### src/hw/rtl/assert_macros.svh
// ----------------------------------------------------------------------------
// assert_macros.svh
// Assertion helpers shared by the RTL. The checks are compiled for simulation
// and drop out when SYNTHESIS is defined. Each macro expects the enclosing
// module to have a clock named clk and an active-low reset named rst_n.
// ----------------------------------------------------------------------------
`ifndef ASSERT_MACROS_SVH
`define ASSERT_MACROS_SVH
`ifndef SYNTHESIS
// The property must hold at every clock edge outside reset.
`define LFU_ASSERT(lbl, prop, msg) \
    lbl: assert property (@(posedge clk) disable iff (!rst_n) (prop)) else $error(msg);
// The condition must never be true at a clock edge outside reset.
`define LFU_ASSERT_NEVER(lbl, cond, msg) \
    lbl: assert property (@(posedge clk) disable iff (!rst_n) !(cond)) else $error(msg);
`else
`define LFU_ASSERT(lbl, prop, msg)
`define LFU_ASSERT_NEVER(lbl, cond, msg)
`endif
`endif

### src/hw/rtl/lfu_pkg.sv
// ----------------------------------------------------------------------------
// lfu_pkg
// Field widths, operation codes and controller state codes for the
// LFU cache policy block.
// ----------------------------------------------------------------------------
package lfu_pkg;

    // Payload field widths.
    localparam int KEY_W     = 32;
    localparam int VAL_W     = 32;
    localparam int STAMP_W   = 32;
    localparam int CAP_CFG_W = 5;

    // Capacity register value after reset.
    localparam logic [CAP_CFG_W-1:0] CAP_RESET = 5'd16;

    // Operation codes carried in the mode field.
    localparam logic MODE_GET = 1'b0;
    localparam logic MODE_PUT = 1'b1;

    // Controller states, one-hot.
    typedef enum logic [3:0] {
        ST_IDLE  = 4'b0001,
        ST_SCAN  = 4'b0010,
        ST_WRITE = 4'b0100,
        ST_CLEAR = 4'b1000
    } state_t;

endpackage

### src/hw/rtl/lfu_in_if.sv
// ----------------------------------------------------------------------------
// lfu_in_if
// Request channel: one get or put of a key per transfer.
// ----------------------------------------------------------------------------
interface lfu_in_if;

    logic                             valid;
    logic                             ready;
    logic                             mode;
    logic [lfu_pkg::KEY_W-1:0]        lookup_key;
    logic signed [lfu_pkg::VAL_W-1:0] write_value;

    modport source (
        output valid,
        output mode,
        output lookup_key,
        output write_value,
        input  ready
    );

    modport sink (
        input  valid,
        input  mode,
        input  lookup_key,
        input  write_value,
        output ready
    );

endinterface

### src/hw/rtl/lfu_out_if.sv
// ----------------------------------------------------------------------------
// lfu_out_if
// Response channel: one result per request transfer.
// ----------------------------------------------------------------------------
interface lfu_out_if;

    logic                             valid;
    logic                             ready;
    logic                             hit;
    logic signed [lfu_pkg::VAL_W-1:0] read_value;
    logic                             evicted;
    logic [lfu_pkg::KEY_W-1:0]        evicted_key;

    modport source (
        output valid,
        output hit,
        output read_value,
        output evicted,
        output evicted_key,
        input  ready
    );

    modport sink (
        input  valid,
        input  hit,
        input  read_value,
        input  evicted,
        input  evicted_key,
        output ready
    );

endinterface

### src/hw/rtl/lfu_cache_policy.sv
// ----------------------------------------------------------------------------
// lfu_cache_policy
// Key-value table with least-frequently-used replacement and oldest-stamp
// tie break. Requests arrive on in_ch (get or put of a key), one response
// per request leaves on out_ch. The capacity register limits the number of
// entries in use before a put of a new key evicts one.
//
// An accepted request moves from IDLE to SCAN and then to WRITE, where its
// response is registered for out_ch. One request is in work at a time, and the
// next request is taken only once the block is back in IDLE. The pace is set by
// the scan of the entry memory, which has a single read port and is read one
// entry per cycle to find the key, a free slot and the victim.
// The response sits in an output register, so a new request is taken while
// an earlier response still waits. If the receiver stalls, the block holds
// the next finished response (and its table update) until out_ch is free.
// After reset the block sweeps every entry of the memory to clear the
// valid flags; in_ch.ready stays low during that pass. Capacity writes are
// taken at any time and must only occur while the block is idle.
// ----------------------------------------------------------------------------
`include "assert_macros.svh"

module lfu_cache_policy #(
    parameter int CAPACITY   = 16,
    parameter int COUNT_BITS = 16
) (
    input  logic                            clk,
    input  logic                            rst_n,
    input  logic                            cfg_wr_en,
    input  logic [lfu_pkg::CAP_CFG_W-1:0]   cfg_wr_data,
    lfu_in_if.sink                          in_ch,
    lfu_out_if.source                       out_ch
);

    // Address, scan counter and occupancy widths.
    localparam int AW    = (CAPACITY > 1) ? $clog2(CAPACITY) : 1;
    localparam int CNT_W = $clog2(CAPACITY + 1);
    localparam int SZ_W  = (CNT_W > lfu_pkg::CAP_CFG_W) ? CNT_W : lfu_pkg::CAP_CFG_W;
    localparam logic [AW-1:0]   LAST_IDX = AW'(CAPACITY - 1);
    localparam logic [SZ_W-1:0] CAP_SZ   = SZ_W'(CAPACITY);

    typedef struct packed {
        logic                        valid;
        logic [lfu_pkg::KEY_W-1:0]   key;
        logic [lfu_pkg::VAL_W-1:0]   value;
        logic [COUNT_BITS-1:0]       count;
        logic [lfu_pkg::STAMP_W-1:0] stamp;
    } entry_t;

    // Entry memory and its registered read port.
    entry_t mem [CAPACITY];
    entry_t rd_data_reg;
    logic   rd_en;
    logic [AW-1:0] rd_addr;
    logic   mem_we;
    logic [AW-1:0] mem_waddr;
    entry_t mem_wdata;

    // Control state.
    lfu_pkg::state_t state_reg, state_next;
    logic [AW-1:0]   issue_idx_reg, issue_idx_next;
    logic            issue_done_reg, issue_done_next;
    logic            rd_vld_reg, rd_vld_next;
    logic [AW-1:0]   rd_idx_reg, rd_idx_next;
    logic [AW-1:0]   clr_idx_reg, clr_idx_next;
    logic [lfu_pkg::STAMP_W-1:0] stamp_reg, stamp_next;
    logic [lfu_pkg::CAP_CFG_W-1:0] capacity_reg, capacity_next;
    logic            out_vld_reg, out_vld_next;

    // Scan accumulators.
    logic [CNT_W-1:0] used_reg, used_next;
    logic             found_vld_reg, found_vld_next;
    logic             free_vld_reg, free_vld_next;
    logic             vic_vld_reg, vic_vld_next;
    logic [AW-1:0]    found_idx_reg, found_idx_next;
    logic [lfu_pkg::VAL_W-1:0] found_val_reg, found_val_next;
    logic [COUNT_BITS-1:0]     found_cnt_reg, found_cnt_next;
    logic [AW-1:0]    free_idx_reg, free_idx_next;
    logic [AW-1:0]    vic_idx_reg, vic_idx_next;
    logic [COUNT_BITS-1:0]       vic_cnt_reg, vic_cnt_next;
    logic [lfu_pkg::STAMP_W-1:0] vic_stamp_reg, vic_stamp_next;
    logic [lfu_pkg::KEY_W-1:0]   vic_key_reg, vic_key_next;

    // Captured request.
    logic                      mode_reg, mode_next;
    logic [lfu_pkg::KEY_W-1:0] key_reg, key_next;
    logic [lfu_pkg::VAL_W-1:0] wval_reg, wval_next;

    // Output payload registers.
    logic                      out_hit_reg, out_hit_next;
    logic [lfu_pkg::VAL_W-1:0] out_rval_reg, out_rval_next;
    logic                      out_evicted_reg, out_evicted_next;
    logic [lfu_pkg::KEY_W-1:0] out_ekey_reg, out_ekey_next;

    // Combinational decision signals.
    logic                      in_xfer;
    logic                      scan_step;
    logic                      step_match;
    logic                      step_vic;
    logic                      step_free;
    logic                      out_free;
    logic                      commit;
    logic [SZ_W-1:0]           cap_ext;
    logic [SZ_W-1:0]           limit;
    logic                      evict;
    logic                      res_hit;
    logic [lfu_pkg::VAL_W-1:0] res_rval;
    logic                      res_evicted;
    logic [lfu_pkg::KEY_W-1:0] res_ekey;
    logic                      wr_req;
    logic [AW-1:0]             wr_slot;
    entry_t                    wr_entry;
    logic [COUNT_BITS-1:0]     cnt_inc;

    // Handshake outputs.
    assign in_ch.ready        = (state_reg == lfu_pkg::ST_IDLE);
    assign in_xfer            = in_ch.valid && in_ch.ready;
    assign out_ch.valid       = out_vld_reg;
    assign out_ch.hit         = out_hit_reg;
    assign out_ch.read_value  = $signed(out_rval_reg);
    assign out_ch.evicted     = out_evicted_reg;
    assign out_ch.evicted_key = out_ekey_reg;

    // Memory read port: one entry per scan cycle.
    assign rd_en   = (state_reg == lfu_pkg::ST_SCAN) && !issue_done_reg;
    assign rd_addr = issue_idx_reg;

    always_ff @(posedge clk)
    begin
        if (rd_en)
        begin
            rd_data_reg <= mem[rd_addr];
        end
    end

    // Memory write port: clearing pass or the single update of a request.
    always_ff @(posedge clk)
    begin
        if (mem_we)
        begin
            mem[mem_waddr] <= mem_wdata;
        end
    end

    // Compare the entry that came back from memory against the running picks.
    always_comb
    begin
        scan_step  = (state_reg == lfu_pkg::ST_SCAN) && rd_vld_reg;
        step_match = rd_data_reg.valid && !found_vld_reg && (rd_data_reg.key == key_reg);
        step_vic   = rd_data_reg.valid &&
                     (!vic_vld_reg ||
                      (rd_data_reg.count < vic_cnt_reg) ||
                      ((rd_data_reg.count == vic_cnt_reg) &&
                       (rd_data_reg.stamp < vic_stamp_reg)));
        step_free  = !rd_data_reg.valid && !free_vld_reg;
    end

    // Decide the response and the table update once the scan is complete.
    always_comb
    begin
        cap_ext     = SZ_W'(capacity_reg);
        limit       = (cap_ext > CAP_SZ) ? CAP_SZ : cap_ext;
        evict       = (SZ_W'(used_reg) >= limit) && vic_vld_reg;
        cnt_inc     = (&found_cnt_reg) ? found_cnt_reg : found_cnt_reg + COUNT_BITS'(1);
        res_hit     = 1'b0;
        res_rval    = '0;
        res_evicted = 1'b0;
        res_ekey    = '0;
        wr_req      = 1'b0;
        wr_slot     = found_idx_reg;
        wr_entry.valid = 1'b1;
        wr_entry.key   = key_reg;
        wr_entry.value = wval_reg;
        wr_entry.count = COUNT_BITS'(1);
        wr_entry.stamp = stamp_reg;
        priority if (found_vld_reg)
        begin
            // Present key: bump the count, renew the stamp, maybe new value.
            res_hit        = 1'b1;
            res_rval       = (mode_reg == lfu_pkg::MODE_GET) ? found_val_reg : '0;
            wr_req         = 1'b1;
            wr_entry.value = (mode_reg == lfu_pkg::MODE_PUT) ? wval_reg : found_val_reg;
            wr_entry.count = cnt_inc;
        end
        else if ((mode_reg == lfu_pkg::MODE_GET) || (limit == '0))
        begin
            // Get miss, or a put while the table has no room at all.
        end
        else
        begin
            // Put miss: take the victim's slot when full, else a free one.
            res_evicted = evict;
            res_ekey    = evict ? vic_key_reg : '0;
            wr_req      = evict || free_vld_reg;
            wr_slot     = evict ? vic_idx_reg : free_idx_reg;
        end
    end

    // The response register must be free before a request is finished.
    assign out_free = !out_vld_reg || out_ch.ready;
    assign commit   = (state_reg == lfu_pkg::ST_WRITE) && out_free;

    always_comb
    begin
        mem_we    = 1'b0;
        mem_waddr = wr_slot;
        mem_wdata = wr_entry;
        if (state_reg == lfu_pkg::ST_CLEAR)
        begin
            mem_we    = 1'b1;
            mem_waddr = clr_idx_reg;
            mem_wdata = '0;
        end
        else if (commit && wr_req)
        begin
            mem_we = 1'b1;
        end
    end

    // Next-state logic of the sequencer and its accumulators.
    always_comb
    begin
        state_next       = state_reg;
        issue_idx_next   = issue_idx_reg;
        issue_done_next  = issue_done_reg;
        rd_vld_next      = rd_en;
        rd_idx_next      = rd_en ? issue_idx_reg : rd_idx_reg;
        clr_idx_next     = clr_idx_reg;
        stamp_next       = stamp_reg;
        capacity_next    = cfg_wr_en ? cfg_wr_data : capacity_reg;
        out_vld_next     = out_vld_reg;
        used_next        = used_reg;
        found_vld_next   = found_vld_reg;
        free_vld_next    = free_vld_reg;
        vic_vld_next     = vic_vld_reg;
        found_idx_next   = found_idx_reg;
        found_val_next   = found_val_reg;
        found_cnt_next   = found_cnt_reg;
        free_idx_next    = free_idx_reg;
        vic_idx_next     = vic_idx_reg;
        vic_cnt_next     = vic_cnt_reg;
        vic_stamp_next   = vic_stamp_reg;
        vic_key_next     = vic_key_reg;
        mode_next        = mode_reg;
        key_next         = key_reg;
        wval_next        = wval_reg;
        out_hit_next     = out_hit_reg;
        out_rval_next    = out_rval_reg;
        out_evicted_next = out_evicted_reg;
        out_ekey_next    = out_ekey_reg;

        // A waiting response leaves when the receiver takes it.
        if (out_vld_reg && out_ch.ready)
        begin
            out_vld_next = 1'b0;
        end

        unique case (state_reg)
            lfu_pkg::ST_CLEAR:
            begin
                clr_idx_next = clr_idx_reg + AW'(1);
                if (clr_idx_reg == LAST_IDX)
                begin
                    state_next = lfu_pkg::ST_IDLE;
                end
            end
            lfu_pkg::ST_IDLE:
            begin
                if (in_xfer)
                begin
                    mode_next       = in_ch.mode;
                    key_next        = in_ch.lookup_key;
                    wval_next       = in_ch.write_value;
                    issue_idx_next  = '0;
                    issue_done_next = 1'b0;
                    used_next       = '0;
                    found_vld_next  = 1'b0;
                    free_vld_next   = 1'b0;
                    vic_vld_next    = 1'b0;
                    state_next      = lfu_pkg::ST_SCAN;
                end
            end
            lfu_pkg::ST_SCAN:
            begin
                // Issue side: walk the addresses once.
                if (rd_en)
                begin
                    issue_idx_next = issue_idx_reg + AW'(1);
                    if (issue_idx_reg == LAST_IDX)
                    begin
                        issue_done_next = 1'b1;
                    end
                end
                // Compare side: fold in the entry read the cycle before.
                if (scan_step)
                begin
                    if (rd_data_reg.valid)
                    begin
                        used_next = used_reg + CNT_W'(1);
                    end
                    if (step_match)
                    begin
                        found_vld_next = 1'b1;
                        found_idx_next = rd_idx_reg;
                        found_val_next = rd_data_reg.value;
                        found_cnt_next = rd_data_reg.count;
                    end
                    if (step_vic)
                    begin
                        vic_vld_next   = 1'b1;
                        vic_idx_next   = rd_idx_reg;
                        vic_cnt_next   = rd_data_reg.count;
                        vic_stamp_next = rd_data_reg.stamp;
                        vic_key_next   = rd_data_reg.key;
                    end
                    if (step_free)
                    begin
                        free_vld_next = 1'b1;
                        free_idx_next = rd_idx_reg;
                    end
                    if (rd_idx_reg == LAST_IDX)
                    begin
                        state_next = lfu_pkg::ST_WRITE;
                    end
                end
            end
            lfu_pkg::ST_WRITE:
            begin
                if (commit)
                begin
                    out_vld_next     = 1'b1;
                    out_hit_next     = res_hit;
                    out_rval_next    = res_rval;
                    out_evicted_next = res_evicted;
                    out_ekey_next    = res_ekey;
                    if (wr_req)
                    begin
                        stamp_next = stamp_reg + lfu_pkg::STAMP_W'(1);
                    end
                    state_next = lfu_pkg::ST_IDLE;
                end
            end
            default:
            begin
                state_next = lfu_pkg::ST_IDLE;
            end
        endcase
    end

    // Control registers.
    always_ff @(posedge clk or negedge rst_n)
    begin
        if (!rst_n)
        begin
            state_reg      <= lfu_pkg::ST_CLEAR;
            issue_idx_reg  <= '0;
            issue_done_reg <= 1'b0;
            rd_vld_reg     <= 1'b0;
            clr_idx_reg    <= '0;
            stamp_reg      <= '0;
            capacity_reg   <= lfu_pkg::CAP_RESET;
            out_vld_reg    <= 1'b0;
            used_reg       <= '0;
            found_vld_reg  <= 1'b0;
            free_vld_reg   <= 1'b0;
            vic_vld_reg    <= 1'b0;
        end
        else
        begin
            state_reg      <= state_next;
            issue_idx_reg  <= issue_idx_next;
            issue_done_reg <= issue_done_next;
            rd_vld_reg     <= rd_vld_next;
            clr_idx_reg    <= clr_idx_next;
            stamp_reg      <= stamp_next;
            capacity_reg   <= capacity_next;
            out_vld_reg    <= out_vld_next;
            used_reg       <= used_next;
            found_vld_reg  <= found_vld_next;
            free_vld_reg   <= free_vld_next;
            vic_vld_reg    <= vic_vld_next;
        end
    end

    // Payload registers.
    always_ff @(posedge clk)
    begin
        rd_idx_reg      <= rd_idx_next;
        found_idx_reg   <= found_idx_next;
        found_val_reg   <= found_val_next;
        found_cnt_reg   <= found_cnt_next;
        free_idx_reg    <= free_idx_next;
        vic_idx_reg     <= vic_idx_next;
        vic_cnt_reg     <= vic_cnt_next;
        vic_stamp_reg   <= vic_stamp_next;
        vic_key_reg     <= vic_key_next;
        mode_reg        <= mode_next;
        key_reg         <= key_next;
        wval_reg        <= wval_next;
        out_hit_reg     <= out_hit_next;
        out_rval_reg    <= out_rval_next;
        out_evicted_reg <= out_evicted_next;
        out_ekey_reg    <= out_ekey_next;
    end

    // Memory writes happen only in the clearing pass or when finishing.
    `LFU_ASSERT(a_we_state, mem_we |-> ((state_reg == lfu_pkg::ST_WRITE) || (state_reg == lfu_pkg::ST_CLEAR)), "memory write outside clear or write state")
    // No read data may be in flight when a new request can be taken.
    `LFU_ASSERT_NEVER(a_idle_rd, in_ch.ready && rd_vld_reg, "stale read data while idle")
    // The stamp moves only when an entry is written for a request.
    `LFU_ASSERT(a_stamp_hold, !(commit && wr_req) |=> $stable(stamp_reg), "stamp changed without an update")
    // A response never reports both a hit and an eviction.
    `LFU_ASSERT_NEVER(a_hit_evict, out_vld_reg && out_hit_reg && out_evicted_reg, "hit and eviction in one response")

endmodule
### src/flat_wrapper.sv
// flat-port wrapper written by rule: the top's interface ports become plain ports
module lfu_cache_policy_flat 
#(
    parameter int CAPACITY   = 16,
    parameter int COUNT_BITS = 16
)
  (clk, rst_n, cfg_wr_en, cfg_wr_data, in_ch_valid, in_ch_mode, in_ch_lookup_key, in_ch_write_value, in_ch_ready, out_ch_valid, out_ch_hit, out_ch_read_value, out_ch_evicted, out_ch_evicted_key, out_ch_ready);
  lfu_in_if in_ch_i ();
  lfu_out_if out_ch_i ();
  input  logic clk;
  input  logic rst_n;
  input  logic cfg_wr_en;
  input  logic [lfu_pkg::CAP_CFG_W-1:0] cfg_wr_data;
  input wire logic [$bits(in_ch_i.valid)-1:0] in_ch_valid;
  input wire logic [$bits(in_ch_i.mode)-1:0] in_ch_mode;
  input wire logic [$bits(in_ch_i.lookup_key)-1:0] in_ch_lookup_key;
  input wire logic [$bits(in_ch_i.write_value)-1:0] in_ch_write_value;
  output wire logic [$bits(in_ch_i.ready)-1:0] in_ch_ready;
  output wire logic [$bits(out_ch_i.valid)-1:0] out_ch_valid;
  output wire logic [$bits(out_ch_i.hit)-1:0] out_ch_hit;
  output wire logic [$bits(out_ch_i.read_value)-1:0] out_ch_read_value;
  output wire logic [$bits(out_ch_i.evicted)-1:0] out_ch_evicted;
  output wire logic [$bits(out_ch_i.evicted_key)-1:0] out_ch_evicted_key;
  input wire logic [$bits(out_ch_i.ready)-1:0] out_ch_ready;
  assign in_ch_i.valid = in_ch_valid;
  assign in_ch_i.mode = in_ch_mode;
  assign in_ch_i.lookup_key = in_ch_lookup_key;
  assign in_ch_i.write_value = in_ch_write_value;
  assign in_ch_ready = in_ch_i.ready;
  assign out_ch_valid = out_ch_i.valid;
  assign out_ch_hit = out_ch_i.hit;
  assign out_ch_read_value = out_ch_i.read_value;
  assign out_ch_evicted = out_ch_i.evicted;
  assign out_ch_evicted_key = out_ch_i.evicted_key;
  assign out_ch_i.ready = out_ch_ready;
  lfu_cache_policy #(.CAPACITY(CAPACITY), .COUNT_BITS(COUNT_BITS)) u_core (.clk(clk), .rst_n(rst_n), .cfg_wr_en(cfg_wr_en), .cfg_wr_data(cfg_wr_data), .in_ch(in_ch_i), .out_ch(out_ch_i));
endmodule
### config.mk
export PLATFORM = sky130hd
export DESIGN_NAME = lfu_cache_policy_flat
export DESIGN_NICKNAME = d
export VERILOG_FILES = /design/src/hw/rtl/lfu_pkg.sv /design/src/hw/rtl/lfu_in_if.sv /design/src/hw/rtl/lfu_out_if.sv /design/src/hw/rtl/lfu_cache_policy.sv /design/src/flat_wrapper.sv
export VERILOG_INCLUDE_DIRS = /design/src /design/src/hw/rtl
export SDC_FILE = /design/constraint.sdc
export NUM_CORES = 2
export LEC_CHECK = 0
export BUFFER_PORTS_ARGS = -buffer_cell sky130_fd_sc_hd__clkbuf_2
export CELL_PAD_IN_SITES_DETAIL_PLACEMENT = 1
export CELL_PAD_IN_SITES_GLOBAL_PLACEMENT = 1
export CORE_UTILIZATION = 55
export DETAILED_ROUTE_END_ITERATION = 10
export PLACE_DENSITY = 0.85
export SLEW_MARGIN = 40
export SYNTH_ARGS = -nofsm -noshare
export SYNTH_HDL_FRONTEND = slang
export SYNTH_SLANG_ARGS = --single-unit
### constraint.sdc
create_clock -name clk -period 17.05 [get_ports clk]
set_input_delay 2.5575 -clock clk [delete_from_list [all_inputs] [get_ports clk]]
set_output_delay 2.5575 -clock clk [all_outputs]
set_load 0.005 [all_outputs]
# Yosys cells after proc, flatten, opt, wreduce, memory -nomap -nowiden
# Memory sizes are Yosys's and may differ from the RTL's. A register that Yosys moved wholly into a read port is not among the register bits.
# Index checks and enable logic that the tools add are counted.
[word_totals]
ff_bits = 335
ram_bits = 1808
input_bits = 75
out_inout_bits = 68
elab_cells = 148
mem_count = 1
[classes]
addsub = 5
magnitude_cmp = 4
eq_ne = 20
mux = 45
bitwise = 3
reduce_logical = 42
[mem_list]
columns = ["name", "depth", "width", "read_ports", "rd_ports_with_merged_regs", "write_ports", "line_no", "source"]
rows = [
  ["u_core.mem", 16, 113, 1, 1, 1, "lfu_cache_policy.sv:50", "entry_t mem [CAPACITY];"],
]
[op_table]
columns = ["cell", "n"]
rows = [
  ["$mux 113", 1],
  ["$mux 48", 1],
  ["$mux 4", 11],
  ["$add 32x1->32 const B", 1],
  ["$eq 32x32->1", 1],
  ["$lt 32x32->1", 1],
  ["$mux 32", 1],
  ["$mux 5", 4],
  ["$reduce_and 4->1", 5],
  ["$mux 1", 19],
  ["$add 16x1->16 const B", 1],
  ["$eq 16x16->1", 1],
  ["$eq 4x4->1 const B", 4],
  ["$lt 16x16->1", 1],
  ["$mux 16", 1],
  ["$pmux 4 s4", 1],
  ["$reduce_and 16->1", 1],
  ["$reduce_and 3->1", 5],
  ["$ne 2x1->1 const B", 7],
  ["$logic_and 1x1->1", 12],
  ["$pmux 5 s2", 1],
  ["$add 4x1->4 const B", 2],
  ["$ne 2x2->1 const B", 4],
  ["$pmux 1 s2", 4],
  ["16 further kinds", 29],
]

# Longest topological paths before layout
[depth]
word_depth = 12
ltp_mapped = 10
ltp_nobuf = 9

# Worst setup path before layout
# No wires, ideal clock.
[synth_path]
path_kind = "input -> register"
from = "in out_ch_ready"
to = "mem u_core.mem[0][0] (netlist name), enable pin"
setup_ps = 862
arrival_time_ps = 15302
t_required_ps = 16188
setup_slack_ps = 886
cell_stages = 6
path_buffers = 0
cell_sequence = "or2b_1 > nor2b_4 > o211ai_2 > o31ai_2 > a31oi_2 > nor4_1"
[synth_between]
elab_chain_cells = 7
[synth_rtl]
columns = ["item", "line_no", "source"]
rows = [
  ["from (decl)", "flat_wrapper.sv:24", "input wire logic [$bits(out_ch_i.ready)-1:0] out_ch_ready;"],
  ["$logic_or 1x1->1", "lfu_cache_policy.sv:199", "assign out_free = !out_vld_reg || out_ch.ready;"],
  ["$logic_and 1x1->1", "lfu_cache_policy.sv:200", "assign commit = (state_reg == lfu_pkg::ST_WRITE) && out_free;"],
  ["$logic_and 1x1->1", "lfu_cache_policy.sv:213", "else if (commit && wr_req)"],
  ["$mux 1", "lfu_cache_policy.sv:213", ""],
  ["$mux 1", "lfu_cache_policy.sv:207", "if (state_reg == lfu_pkg::ST_CLEAR)"],
  ["$mux 1", "lfu_cache_policy.sv:138", "if (mem_we)"],
  ["$mux 1 (implied by the code)", "lfu_cache_policy.sv:140", "mem[mem_waddr] <= mem_wdata;"],
  ["to (decl)", "lfu_cache_policy.sv:50", ""],
]
# No other way between the ends.

# Final worst setup path
[layout_path]
from = "in out_ch_ready"
to = "mem u_core.mem[2][60] (netlist name), enable pin"
# The elaborated chain is that of the path after synthesis.

==> summary.md <==
| Metric | Value |
|---|---|
| Library cell with the highest instance count after synthesis | `edfxtp_1` |
| Post-synth net total | `3,862` |
| Number of cells on the worst hold path | `0` |
| Measured slew at the worst slew-check pin | `893.6 ps` |
| Top delay family on crit path | `buffers and inverters` |
| Total negative slack | `0 ps` |
| Hold buffer count at CTS | `0` |
| Beginning of the worst register-to-register path | `u_core.state_reg[2]$_DFFE_PN0P_` |
| Run status | `complete, but fails checks` |
| Total half-perimeter wirelength after legalization and detailed placement | `120.0 mm` |
| Net switching power figure | `3243 uW` |
| Final antenna-violating net count | `0` |
| Global-route wire length before repair | `356.8 mm` |
| Least setup slack across all paths after layout | `10,320 ps` |
| Cell area after synthesis | `85,580 um^2` |
| Post-CTS clock slew at the launch and capture registers of the worst setup and hold paths | `60 ps` |
| Clock tree from TritonCTS | `built` |
| Final instance area | `96,400 um^2` |
| Worst path most repeated cell | `buf_4` |
| Total congestion overflow after global routing | `0` |
| Overall routing resource usage | `32.69%` |
| Synthesis-to-finish area growth | `12.65%` |
| Final hold viol count | `0` |
| Max_cap viols | `0` |
| Horizontal die dimension | `396.5 um` |
| Core region area | `154,200 um^2` |
| Starting utilization of the core area | `55.49%` |
| Post-synth top area cell | `edfxtp_1` |
| Period utilisation layout | `39.45%` |
| Cell-by-cell listing of the critical path | `clkbuf_2, or2b_1, nor2b_4, buf_4, o211ai_2, nor2_4, a31oi_2, nor4_2, buf_4, buf_4` |
| CTS resizes | `0` |
| Flop-to-flop setup slack | `11,220 ps` |
| Synth top area cells | `edfxtp_1, mux4_2, dfrtp_1, ha_1, xnor2_1` |
| R2R Path End | `u_core.mem[2][60]$_DFFE_PP_` |
| Net count of the finished layout | `4,151` |
| Max-slew violations | `0` |
| Iter 0 DRT Violations | `7,378` |
| Top-level port count | `143` |
| Fmax | `148.7 MHz` |
| Number of levels in the clock H-tree | `4` |
| Syn Inst Count | `3,730` |
| Per-cell routed wire length | `40.75 um` |
| Class of the most critical setup path | `in2reg` |
| Worst min-delay path startpoint | `u_core.rd_data_reg[59]$_DFFE_PP_` |
| Post-synthesis sequential area ratio | `78.81%` |
| Setup violators final | `0` |
| Internal Power | `9701 uW` |
| Placed cell count | `5,853` |
| Most common library cells after synthesis | `edfxtp_1, mux4_2, nand2_1` |
| Antenna violations before repair | `7` |
| Setup bufs post-CTS | `0` |
| Number of buffer cells added on primary ports | `142` |
| Total buffers and inverters traversed by the critical path | `4` |
| Nature of the critical path startpoint | `primary input` |
| Number of fill cells in the layout | `12,400` |
| Worst path slowest cell | `buf_4` |
| Post-detailed-placement cell area | `89,610 um^2` |
| Worst rel slew slack | `40.42%` |
| Via-per-instance ratio | `7.078` |
| Most instantiated flip-flop cell in the synthesis netlist | `edfxtp_1` |
| Worst endpoint required time | `17,520 ps` |
| CTS Buf Count | `206` |
| Register bit count reported by yosys | `2,256` |
| Number of synthesized flops with an enable pin | `2,196` |
| Peak VDD IR | `0.1196 mV` |
| Vias post-DR | `44,080` |
| Gp weighted congestion | `0.7758` |
| Clk pwr share | `36.6%` |
| Drt pass-1 iters | `9` |
| Sum of routed wire length over all layers | `253.8 mm` |
| Clock Sink Count | `2,256` |
| Pwr dens | `134.3 nW/um^2` |
| Minimum setup slack after placement | `9737 ps` |
| Via count of the first global-routing pass | `46,060` |
| Hold Crit Endpoint | `u_core.found_val_reg[11]$_DFFE_PP_` |
| Net switching share of the total power | `25.05%` |
| Synth top area share | `77.05%` |
| Type of the worst min-delay path | `reg2reg` |
| Share of layout cells above drive strength 1 | `28.81%` |
| WP data arrival | `7190 ps` |
| Per-instance average area after synthesis | `22.94 um^2` |
| Die Outline Area | `157,200 um^2` |
| Post-Route Skew | `34.16 ps` |
| Depth of the worst register-to-register path | `9` |
| Flip-flop count of the largest register, all copies and words added | `1,808` |
| Endpoint type of the worst setup path | `register` |
| Total number of placement rows | `144` |
| Leakage component of the power | `0.03167 uW` |
| Count of unresolved DRC violations after routing | `6` |
| Distinct cells, synth | `66` |
| Part of the total power dissipated in sequential elements | `49.9%` |
| Max Fanout on Critical Path | `41` |
| Longest individual stage delay on the worst path | `760 ps` |
| Proportion of register bits with asynchronous set or reset after synthesis | `2.660%` |
| Latest clock arrival within the worst-skew pair | `860 ps` |
| Setup repair after global routing missed its margin | `no` |
| Min Clock Period, post-route | `6726 ps` |
| Non-filler instance count after layout | `6,227` |
| Ant. Diodes | `0` |
| Library cell used as clock root buffer | `clkbuf_16` |
| Violations in the final reports | `DRC` |
| Pin count of the biggest net entering global routing | `87` |
| Synth Warn # | `0` |
| Portion of total power attributed to combinational logic | `13.5%` |
| Maximum clock path buffer count | `3` |
| Die span in y | `396.5 um` |
-- worst max-delay path by stage --
stage	from	to	cells past startpoint
3_3_place_gp	out_ch_ready	u_core.mem[5][94]$_DFFE_PP_	9
6_report	out_ch_ready	u_core.mem[2][60]$_DFFE_PP_	10
4_1_cts	out_ch_ready	u_core.mem[14][67]$_DFFE_PP_	10
5_1_grt	out_ch_ready	u_core.mem[0][93]$_DFFE_PP_	10
3_5_place_dp	out_ch_ready	u_core.mem[0][91]$_DFFE_PP_	10
2_1_floorplan	out_ch_ready	u_core.mem[0][0]$_DFFE_PP_	6
-- placed cells by master, fill, tap and decap left out, types with 24 or more instances in the layout --
master     Yosys  final
and3_1        41     41
mux4_2       565    565
clkinv_1       0     28
buf_4          1     51
inv_1         91     89
ha_1          57     57
dfrtp_1       58     54
nand4_1       31     31
clkbuf_16      0    211
edfxtp_1    2196   2196
nor2_1        36     24
a21oi_1       59     33
xnor2_1       64     63
and2_1        66     66
nand2_1      121    120
nand3_1       24     24
clkinv_2       0     36
clkbuf_1     104     50
buf_6          1     27
clkbuf_2       0    141
-- layer usage --
layer	GRT usage, %	vias to the layer above	routed length (um)
met5	0	-	80
met4	15.82	10	12920
met3	7.040	798	27500
met2	53.50	4025	126800
met1	41.99	23140	86520
li1	-	16110	-
-- final cells by class --
cell class | instances | area, um^2 | share of cell area (%)
multi-input combinational | 1222 | 17530 | 18.18
clock inverter | 107 | 1117 | 1.159
inverter | 91 | 344.1 | 0.3569
sequential | 2256 | 67460 | 69.98
clock buffer | 265 | 5523 | 5.729
tap | 2044 | 2557 | 2.653
timing repair buffer | 242 | 1871 | 1.940
-- power groups by stage --
stage | logic (uW) | clock network [uW] | registers, uW
4_1_cts | 1730 | 4750 | 6460
2_1_floorplan | 1190 | 0 | 6500
3_3_place_gp | 1530 | 0 | 6570
3_5_place_dp | 1640 | 0 | 6560
6_report | 1750 | 4740 | 6450
5_1_grt | 1820 | 4890 | 6450
-- logic make-up (layout without fill, tap and decap cells) --
kind of cell               Yosys count  in the layout  synth area share [%]
buffers and inverters              252            705                 1.174
muxes                              578            578                 15.03
and+or+nand+nor                    388            388                 2.484
xor gates and xnor gates            78             78                0.7983
adders and majority gates           57             57                0.8333
DFF                               2256           2256                 78.81
AOI/OAI and AO/OA                  121            121                0.8714
-- metrics by stage --
stage	utilization, %	hold slack, ps	power (uW)
4_1_cts	62.41	421.1	12940
6_report	62.51	422.5	12940
3_3_place_gp	57.77	403.1	8099
5_1_grt	62.51	427.0	13170
3_5_place_dp	58.10	405.5	8202
2_1_floorplan	-	400.3	7686
(Power assumes the default switching activity.)
